**src/rtl/ucpb_pkg.sv**
```systemverilog
// ---------------------------------------------------------------------------
// ucpb_pkg
// Types, sizes and helpers for the colour palette builder.
// ---------------------------------------------------------------------------
`timescale 1ns / 1ps

package ucpb_pkg;

  localparam int TABLE_DEPTH = 2048;
  localparam int ADDR_W      = $clog2(TABLE_DEPTH);
  localparam int CNT_W       = $clog2(TABLE_DEPTH + 1);
  localparam int COLOUR_W    = 32;
  localparam int INDEX_W     = 11;
  localparam int TOTAL_W     = 12;

  localparam logic [7:0] OPAQUE_ALPHA = 8'd255;
  localparam int USE_RED   = 0;
  localparam int USE_GREEN = 1;
  localparam int USE_BLUE  = 2;
  localparam int USE_ALPHA = 3;

  typedef struct packed {
    logic [7:0] pixel_red;
    logic [7:0] pixel_green;
    logic [7:0] pixel_blue;
    logic [7:0] pixel_alpha;
    logic       last_pixel;
  } pixel_t;

  typedef struct packed {
    logic [INDEX_W-1:0] colour_index;
    logic               is_new_colour;
    logic [TOTAL_W-1:0] colour_total;
    logic               table_overflow;
    logic [3:0]         channel_use;
    logic               image_done;
  } result_t;

  typedef struct packed {
    logic                rd_en;
    logic [ADDR_W-1:0]   rd_addr;
    logic                wr_en;
    logic [ADDR_W-1:0]   wr_addr;
    logic [COLOUR_W-1:0] wr_data;
  } ram_req_t;

  typedef enum logic [1:0] {
    ST_IDLE,
    ST_SCAN,
    ST_FINISH
  } state_t;

  // colour word: red in bits 7:0, green 15:8, blue 23:16, alpha 31:24
  function automatic logic [3:0] flags_of(input logic [COLOUR_W-1:0] c);
    logic [3:0] f;
    f            = 4'b0000;
    f[USE_RED]   = (c[7:0] != 8'd0);
    f[USE_GREEN] = (c[15:8] != 8'd0);
    f[USE_BLUE]  = (c[23:16] != 8'd0);
    f[USE_ALPHA] = (c[31:24] != OPAQUE_ALPHA);
    return f;
  endfunction

endpackage

```
**src/rtl/ucpb_engine.sv**
```systemverilog
// ---------------------------------------------------------------------------
// ucpb_engine
// Search sequencer: scans the table, appends new colours while room remains, builds results.
// ---------------------------------------------------------------------------
`timescale 1ns / 1ps

module ucpb_engine (
  input  logic                              clk,
  input  logic                              rst_n,
  input  logic                              has_alpha,
  input  logic                              in_valid,
  output logic                              in_ready,
  input  ucpb_pkg::pixel_t                  in_data,
  output logic                              out_valid,
  input  logic                              out_ready,
  output ucpb_pkg::result_t                 out_data,
  output ucpb_pkg::ram_req_t                ram_req,
  input  logic [ucpb_pkg::COLOUR_W-1:0]     rd_data
);

  ucpb_pkg::state_t state_r, state_nxt;

  logic [ucpb_pkg::COLOUR_W-1:0] colour_r, colour_nxt;
  logic                          last_r, last_nxt;
  logic [ucpb_pkg::ADDR_W-1:0]   idx_r, idx_nxt;
  logic                          found_r, found_nxt;
  logic [ucpb_pkg::CNT_W-1:0]    count_r, count_nxt;
  logic [3:0]                    flags_r, flags_nxt;
  logic                          ovf_r, ovf_nxt;
  logic                          out_valid_r, out_valid_nxt;
  ucpb_pkg::result_t             out_data_r, out_data_nxt;

  logic [ucpb_pkg::COLOUR_W-1:0] colour_in;
  logic [7:0]                    alpha_in;
  logic                          out_free;
  logic [ucpb_pkg::ADDR_W-1:0]   res_idx;
  logic                          res_new;

  assign alpha_in  = has_alpha ? in_data.pixel_alpha : ucpb_pkg::OPAQUE_ALPHA;
  assign colour_in = {alpha_in, in_data.pixel_blue, in_data.pixel_green, in_data.pixel_red};
  assign out_free  = !out_valid_r || out_ready;

  always_ff @(posedge clk) begin
    if (!rst_n) begin
      state_r     <= ucpb_pkg::ST_IDLE;
      count_r     <= '0;
      flags_r     <= '0;
      ovf_r       <= 1'b0;
      out_valid_r <= 1'b0;
    end else begin
      state_r     <= state_nxt;
      count_r     <= count_nxt;
      flags_r     <= flags_nxt;
      ovf_r       <= ovf_nxt;
      out_valid_r <= out_valid_nxt;
    end
  end

  always_ff @(posedge clk) begin
    colour_r   <= colour_nxt;
    last_r     <= last_nxt;
    idx_r      <= idx_nxt;
    found_r    <= found_nxt;
    out_data_r <= out_data_nxt;
  end

  always_comb begin
    state_nxt     = state_r;
    colour_nxt    = colour_r;
    last_nxt      = last_r;
    idx_nxt       = idx_r;
    found_nxt     = found_r;
    count_nxt     = count_r;
    flags_nxt     = flags_r;
    ovf_nxt       = ovf_r;
    out_valid_nxt = out_valid_r && !out_ready;
    out_data_nxt  = out_data_r;
    ram_req       = '0;
    res_idx       = '0;
    res_new       = 1'b0;
    in_ready      = 1'b0;

    unique case (state_r)
      ucpb_pkg::ST_IDLE: begin
        in_ready = 1'b1;
        if (in_valid) begin
          colour_nxt = colour_in;
          last_nxt   = in_data.last_pixel;
          idx_nxt    = '0;
          found_nxt  = 1'b0;
          if (count_r == '0) begin
            state_nxt = ucpb_pkg::ST_FINISH;
          end else begin
            ram_req.rd_en   = 1'b1;
            ram_req.rd_addr = '0;
            state_nxt       = ucpb_pkg::ST_SCAN;
          end
        end
      end
      ucpb_pkg::ST_SCAN: begin
        if (rd_data == colour_r) begin
          found_nxt = 1'b1;
          state_nxt = ucpb_pkg::ST_FINISH;
        end else if (ucpb_pkg::CNT_W'(idx_r) + ucpb_pkg::CNT_W'(1) == count_r) begin
          state_nxt = ucpb_pkg::ST_FINISH;
        end else begin
          idx_nxt         = idx_r + ucpb_pkg::ADDR_W'(1);
          ram_req.rd_en   = 1'b1;
          ram_req.rd_addr = idx_r + ucpb_pkg::ADDR_W'(1);
        end
      end
      ucpb_pkg::ST_FINISH: begin
        if (out_free) begin
          if (found_r) begin
            res_idx = idx_r;
          end else if (count_r < ucpb_pkg::CNT_W'(ucpb_pkg::TABLE_DEPTH)) begin
            ram_req.wr_en   = 1'b1;
            ram_req.wr_addr = count_r[ucpb_pkg::ADDR_W-1:0];
            ram_req.wr_data = colour_r;
            res_idx         = count_r[ucpb_pkg::ADDR_W-1:0];
            res_new         = 1'b1;
            count_nxt       = count_r + ucpb_pkg::CNT_W'(1);
            flags_nxt       = flags_r | ucpb_pkg::flags_of(colour_r);
          end else begin
            ovf_nxt = 1'b1;
          end
          out_data_nxt.colour_index   = ucpb_pkg::INDEX_W'(res_idx);
          out_data_nxt.is_new_colour  = res_new;
          out_data_nxt.colour_total   = ucpb_pkg::TOTAL_W'(count_nxt);
          out_data_nxt.table_overflow = ovf_nxt;
          out_data_nxt.channel_use    = flags_nxt;
          out_data_nxt.image_done     = last_r;
          out_valid_nxt               = 1'b1;
          if (last_r) begin
            count_nxt = '0;
            flags_nxt = '0;
            ovf_nxt   = 1'b0;
          end
          state_nxt = ucpb_pkg::ST_IDLE;
        end
      end
      default: begin
        state_nxt = ucpb_pkg::ST_IDLE;
      end
    endcase
  end

  assign out_valid = out_valid_r;
  assign out_data  = out_data_r;

endmodule

```
**config.mk**
```make
export PLATFORM = sky130hd
export DESIGN_NAME = ucpb_engine
export DESIGN_NICKNAME = d
export VERILOG_FILES = /design/src/rtl/ucpb_pkg.sv /design/src/rtl/ucpb_engine.sv
export SDC_FILE = /design/constraint.sdc
export NUM_CORES = 1
export LEC_CHECK = 0
export BUFFER_PORTS_ARGS = -buffer_cell sky130_fd_sc_hd__buf_4
export CORE_ASPECT_RATIO = 1.25
export CORE_UTILIZATION = 40
export DETAILED_ROUTE_END_ITERATION = 16
export GPL_ROUTABILITY_DRIVEN = 0
export MAX_ROUTING_LAYER = met4
export PLACE_DENSITY = 0.73
export SLEW_MARGIN = 20
export SYNTH_ARGS = -nofsm -noshare
export SYNTH_HDL_FRONTEND = slang
export SYNTH_SLANG_ARGS = --single-unit
```
**constraint.sdc**
```tcl
create_clock -name clk -period 3.73 [get_ports clk]
set_input_delay 0.373 -clock clk [delete_from_list [all_inputs] [get_ports clk]]
set_output_delay 0.373 -clock clk [all_outputs]
set_load 0.05 [all_outputs]
```
==> impl_results.md, run 1 <==
- Worst R2R Start: idx_r[0]$_SDFFCE_PN0P_
- Tot GR Track Use: 0.217
- Routed WL: 13500 um
- Synthesis Warnings: 0
- Area grow syn2layout: 29.9%
- Total CTS buffers: 9
- CTS Sinks: 95
- Worst-Skew Late Latency: 0.35 ns
- Initial antenna violation count: 0
- Flop-to-flop setup slack: 0.54 ns
- Worst Path Required: 3.36 ns
- Nets: 693
- Yosys cell types: 55
- Site row count: 45
- Critical path peak fanout: 10
- Initial DRC count: 264
- Full die area: 13200 um2
- Vias: 4221
- Syn_nets: 558
- Post-synthesis area per instance: 10.6 um2
- Combinational group share of total power: 0.159
- Fmax: 287 MHz
- RSZ-0062 raised after global routing: no
- First-pass GRT wire length: 20800 um
- Iteration count of the initial detailed-routing pass: 5
- Final setup fails: 0
- DP Cell Count: 772
- Post-CTS setup buffer count: 0
- Reg2reg end: idx_r[9]$_SDFFCE_PN0P_
- I/O Buffers: 157
- Fraction of power spent switching nets: 0.272
- Worst-Margin Slew: 0.997 ns
- Synthesized flop and latch total: 95
- Antenna fix cells: 0
- Clock Tree Root: clkbuf_16
- Hold Path Sink: colour_r[11]$_DFFE_PP_
- P_int: 1910 uW
- Pwr dens: 395 nW/um2
- Vias in the first global route: 4033
- CTS clk-pin slew, worst paths: 0.07 ns
- Synthesized netlist cell count: 484
- Kind of critical path: reg -> out
- Critical Path AT: 3.12 ns
- DP Wirelength: 10100 um
- Crit start category: register
- Final worst path period need: 3.49 ns
- Hold Violations, Final: 0
- Overflow after GRT: 0
- Largest net degree at the start of global routing: 61
- WHS Path Cells: 1
- Longest Clk Path Bufs: 2
- Synth Flop Type: edfxtp_1
- Async set or reset register ratio after synthesis: 0
- Maximum VDD drop: 0.261 mV
- Register-to-Register Path Depth: 7
- Vias per cell: 5.36
- Final worst-path cycle share: 0.935
- Initial Util: 0.416
- Leakage power: 0.00277 uW
- Clock Skews: 0.0139 ns
- Run status: finished, final reports clean
- TritonCTS clock tree: done
- Netlist Area Pre-Place: 5110 um2
- Die Width: 103 um
- IO Pins: 158
- Endpoint type of the worst setup path: output port
- Reg area: 2650 um2
- Share of cells above drive strength 1: 0.306
- Max transition margin: 0.332
- Core area: 12300 um2
- Tightest Hold Check Type: in -> reg
- Finished Layout Cells: 788
- Post-CTS sizing: 0
- Fill count: 1087
- WL per Instance: 17.1 um
- Area of the multi-input gates: 2210 um2
- Seq pwr share: 0.481
- H-tree levels: 3
- Hold_sp: in_data[20]
- Setup tns final: 0 ns
- Cts hold-fix bufs: 0
- Seq/Total Area, Yosys: 0.519
- Antenna Nets Post-Route: 0
- Max-cap viol count: 0
- Fin. max-slew vios: 0
- # DRC: 0
- Clock share of power: 0.360
- Die Ht: 128 um
- Post-synth EDFFs: 75
- Net Switching: 713 uW
worst max path at each step:
stage	end	start
finish	ram_req[53]	idx_r[0]$_SDFFCE_PN0P_
floorplan	ram_req[48]	idx_r[1]$_SDFFCE_PN0P_
global placement	idx_r[5]$_SDFFCE_PN0P_	idx_r[0]$_SDFFCE_PN0P_
global route	ram_req[53]	idx_r[0]$_SDFFCE_PN0P_
detailed placement	idx_r[7]$_SDFFCE_PN0P_	idx_r[0]$_SDFFCE_PN0P_
CTS	ram_req[53]	idx_r[0]$_SDFFCE_PN0P_
cells in the mapped netlist, drive strengths merged (2+ instances only):
cell    count  area share
a21boi      5      0.0074
a21o        6      0.0091
a21oi       7      0.0069
a22oi       7       0.010
a31oi       3      0.0037
and2        8       0.010
and3       49       0.061
and4        3      0.0051
buf        11       0.017
clkbuf     27       0.023
dfxtp      20       0.078
edfxtp     75        0.44
ha          4      0.0098
inv        10      0.0073
nand2      45       0.033
nand2b     14       0.017
nand3       8      0.0078
nand3b      4      0.0059
nand4      21       0.026
nor2       31       0.023
nor2b      11       0.013
nor3        4      0.0061
nor3b       4      0.0078
nor4        8      0.0098
o2111a      5       0.011
o21ai      19       0.019
o31ai       3      0.0044
or4         2      0.0032
xnor2      51       0.087
xor2        6       0.010
stage by stage:
step	cell area [um2]	total power, uW	hold WS, ns	worst slack [ns]	util
5_1_grt	6640	2700	0.189	0.117	0.541
4_1_cts	6640	2630	0.187	0.260	0.541
3_5_place_dp	6330	1700	0.504	0.589	0.516
6_report	6640	2620	0.195	0.241	0.541
2_1_floorplan	5110	1540	0.424	0.459	-
3_3_place_gp	6330	1690	0.502	0.676	0.516
logic make-up after synthesis:
group	synth area share
mux	0.00220
flops	0.519
compound gates	0.0870
buf+inv	0.0483
simple gates	0.231
xor+xnor	0.102
fa+ha+maj	0.00980
per-layer routing:
| layer | GRT usage | vias up | routed length, um |
|---|---|---|---|
| li1 | - | 2014 | - |
| met1 | 0.254 | 1943 | 5290 |
| met2 | 0.362 | 234 | 6780 |
| met3 | 0.0397 | 30 | 1100 |
| met4 | 0.0961 | 0 | 324 |
| met5 | - | - | 0 |
worst max-delay path, stage by stage (launching register included):
cell	delay, ns
edfxtp_1	0.52
ha_1	0.30
and3_4	0.22
xnor2_1	0.37
o2111ai_1	0.17
a2111o_1	0.48
nor3_4	0.40
nor2_1	0.11
buf_4	0.21
power by group through the flow:
stage	logic, uW	clock network, uW	registers [uW]
after floorplan	228	0	1310
after global placement	412	0	1280
after detailed placement	417	0	1280
after CTS	419	954	1260
after global routing	443	993	1270
final	417	944	1260
cells in the final DEF (no fill, tap or decap), types with 2 or more instances in the layout:
cell       instances
a21boi_0           5
a21o_1             5
a21oi_1            7
a22oi_1            7
a31oi_1            3
and2_1             7
and3_1            47
and4_1             3
buf_4            163
clkbuf_16          9
clkinv_2           2
dfxtp_1           20
edfxtp_1          75
ha_1               4
inv_1              8
inv_2              2
inv_6              2
nand2_1           45
nand2b_1          14
nand3_1            8
nand3b_1           4
nand4_1           21
nor2_1            30
nor2b_1           11
nor3_1             3
nor3b_1            2
nor3b_2            2
nor4_1             8
o2111a_1           5
o21ai_0           19
o31ai_1            3
xnor2_1           51
xor2_1             6
flip-flops by register name (all words and copies together), names as in the netlist:
signal,cells
idx_r,11
count_r,12
colour_r,32
flags_r,4
ovf_r,1
out_data,30
last_r,1
state_r,2
found_r,1
out_valid,1
final cells by class:
class | instances | share of cell area
inverter | 10 | 0.00566
sequential | 95 | 0.400
multi-input combinational | 340 | 0.333
clock buffer | 10 | 0.0360
timing repair buffer | 163 | 0.184
clock inverter | 6 | 0.00999
tap | 164 | 0.0309
(Power assumes the default switching activity.)
==> inputs of run 2 (changes only) <==
--- a/config.mk
+++ b/config.mk
@@ -6,12 +6,11 @@
 export NUM_CORES = 1
 export LEC_CHECK = 0
 export BUFFER_PORTS_ARGS = -buffer_cell sky130_fd_sc_hd__buf_4
-export CORE_ASPECT_RATIO = 1.25
-export CORE_UTILIZATION = 40
+export CORE_UTILIZATION = 52
 export DETAILED_ROUTE_END_ITERATION = 16
 export GPL_ROUTABILITY_DRIVEN = 0
 export MAX_ROUTING_LAYER = met4
-export PLACE_DENSITY = 0.73
+export PLACE_DENSITY = 0.89
 export SLEW_MARGIN = 20
 export SYNTH_ARGS = -nofsm -noshare
 export SYNTH_HDL_FRONTEND = slang
==> constraint.sdc (replaced) <==
create_clock -name clk -period 3.73 [get_ports clk]
set_input_delay 0.373 -clock clk [delete_from_list [all_inputs] [get_ports clk]]
set_output_delay 0.373 -clock clk [all_outputs]
set_load 0.01 [all_outputs]
==> impl_results.md, run 2 (synthesis gave the netlist of run 1 again) <==
- Fin. max-slew vios: 0 (unchanged)
- Worst R2R Start: idx_r[0]$_SDFFCE_PN0P_
- Crit path cell chain: ha_1 -> and3_4 -> xnor2_1 -> o2111ai_1 -> a2111o_1 -> nor3_4 -> nor3b_1 -> buf_4
- Initial antenna violation count: 0 (unchanged)
- Vias per cell: 5.74 (+7.2%)
- Setup tns final: 0 ns (unchanged)
- Worst-Margin Slew: 1.03 ns (+0.0329 ns)
- WL per Instance: 17.7 um (+3.6%)
- Hold_sp: in_data[32]
- Area of the multi-input gates: 2210 um2 (unchanged)
- Antenna Nets Post-Route: 0 (unchanged)
- Kind of critical path: reg -> out
- First-pass GRT wire length: 20900 um (about the same)
- Cts hold-fix bufs: 0 (unchanged)
- Tot GR Track Use: 0.277 (+0.0601)
- Leakage power: 0.00270 uW (-2.4%)
- CP delay by family, top: simple AND/OR/NAND/NOR gates
- Final setup fails: 0 (unchanged)
- H-tree levels: 3 (unchanged)
- Vias: 4305 (+2.0%)
- Worst Path Required: 3.36 ns (about the same)
- Bufs and invs on worst path: 1 (unchanged)
- Pwr dens: 353 nW/um2 (-11%)
- Initial Util: 0.545 (+0.129)
- Antenna fix cells: 0 (unchanged)
- I/O Buffers: 157 (unchanged)
- Finished Layout Cells: 750 (-4.8%)
- Endpoint type of the worst setup path: output port
- Clock Skews: 0.0109 ns (-0.00293 ns)
- Reg2reg end: idx_r[9]$_SDFFCE_PN0P_
- Overflow after GRT: 0 (unchanged)
- Crit start category: register
- Area grow syn2layout: 26.6%
- Register-to-Register Path Depth: 7 (unchanged)
- Nets: 690 (-0.43%)
- Core area: 9370 um2 (-24%)
- Maximum VDD drop: 0.220 mV (-16%)
- Flop-to-flop setup slack: 0.47 ns (-0.07 ns)
- Routed WL: 13300 um (-1.4%)
- WHS Path Cells: 1 (unchanged)
- Hold slack: 0.170 ns (-0.0254 ns)
- RSZ-0062 raised after global routing: no
- Initial DRC count: 300 (+14%)
- Reg area: 2650 um2 (unchanged)
- Most flops, register: colour_r
- Die Ht: 101 um (-21%)
- Run status: finished, final reports clean
- Largest register FFs: 32 (unchanged)
- Max transition margin: 0.312 (-0.0198)
- Full die area: 10200 um2 (-23%)
- CP peak stage delay: 0.55 ns (+0.03 ns)
- Post-CTS sizing: 0 (unchanged)
- Max-cap viol count: 0 (unchanged)
- Site row count: 35 (-22%)
- Critical-path top delay cell: edfxtp_1
- Fill count: 714 (-34%)
- CTS Sinks: 95 (unchanged)
- Fmax: 285 MHz (-0.56%)
- Vias in the first global route: 4158 (+3.1%)
- Die Width: 101 um (-1.9%)
- Longest Clk Path Bufs: 2 (unchanged)
- Final worst-path cycle share: 0.941 (+0.00526)
- CTS clk-pin slew, worst paths: 0.10 ns (+0.03 ns)
- Largest net degree at the start of global routing: 70 (+15%)
- Hold Violations, Final: 0 (unchanged)
- DP Cell Count: 734 (-4.9%)
- Share of cells above drive strength 1: 0.303 (-0.00335)
- Commonest non-fill, non-tap cells in the layout: 160 x buf_4, 75 x edfxtp_1, 51 x xnor2_1
- Hold Path Sink: colour_r[7]$_DFFE_PP_
- Final core occ: 0.690 (+0.149)
- Final worst path period need: 3.51 ns (+0.0196 ns)
- # DRC: 0 (unchanged)
- Post-CTS setup buffer count: 0 (unchanged)
- Critical Path AT: 3.14 ns (+0.02 ns)
- DP Wirelength: 9610 um (-4.8%)
- Critical path peak fanout: 10 (unchanged)
- IO Pins: 158 (unchanged)
- Clock Tree Root: clkbuf_8
- Total CTS buffers: 9 (unchanged)
- Commonest non-fill, non-tap cell in the layout: buf_4
- Tightest Hold Check Type: in -> reg
- Iteration count of the initial detailed-routing pass: 5 (unchanged)
- Worst-Skew Late Latency: 0.37 ns (+0.02 ns)
- TritonCTS clock tree: done
==> run 2: per-stage QoR <==
stage / total power [uW] / setup WS, ns / cell area, um2
2_1_floorplan: 1440 / 1.02 / 5110
3_3_place_gp: 1580 / 0.703 / 6260
3_5_place_dp: 1600 / 0.561 / 6260
4_1_cts: 2290 / 0.258 / 6460
5_1_grt: 2370 / 0.0813 / 6460
6_report: 2280 / 0.222 / 6460
==> run 2: worst max-delay path by stage <==
stage                                       from                     end  slack (ns)  depth (start not counted)
after floorplan           idx_r[1]$_SDFFCE_PN0P_  idx_r[0]$_SDFFCE_PN0P_        1.02                          7
after global placement    idx_r[0]$_SDFFCE_PN0P_  idx_r[9]$_SDFFCE_PN0P_        0.70                          7
after detailed placement  idx_r[0]$_SDFFCE_PN0P_  idx_r[6]$_SDFFCE_PN0P_        0.56                          7
after CTS                 idx_r[0]$_SDFFCE_PN0P_             ram_req[48]        0.26                          8
after global routing      idx_r[0]$_SDFFCE_PN0P_             ram_req[48]        0.08                          8
final                     idx_r[0]$_SDFFCE_PN0P_             ram_req[48]        0.22                          8
==> run 2: power by group <==
| part | total, uW | switching (uW) | internal [uW] | leakage (uW) |
|---|---|---|---|---|
| combinational | 317 | 161 | 156 | 0.00171 |
| clock | 708 | 390 | 319 | 0.000101 |
| sequential | 1260 | 53.7 | 1210 | 0.000888 |
| total | 2280 | 604 | 1680 | 0.00270 |
==> run 2: worst register-to-register path, cell delays in order, from the launching register on <==
cell and delay (ns):
edfxtp_1 0.55, ha_1 0.28, nand3_1 0.18, or4_2 0.64, o311ai_0 0.11, a2111o_1 0.22
nor2_1 0.12, a21oi_1 0.79
==> run 2: per-layer routing <==
layer  up-vias  share of wire  global-route usage
met3        39          0.095              0.0548
met5         -              0                   -
met2       254           0.50               0.460
li1       2002              -                   -
met4         0          0.029               0.128
met1      2010           0.38               0.325
==> run 2: final cells by class <==
class,instances,share of cell area
flip-flops and latches,95,0.410
clock buffers,9,0.0192
multi-input cells,340,0.342
inverters,10,0.00581
repair buffers,160,0.186
clock inverters,7,0.0120
well taps,129,0.0250
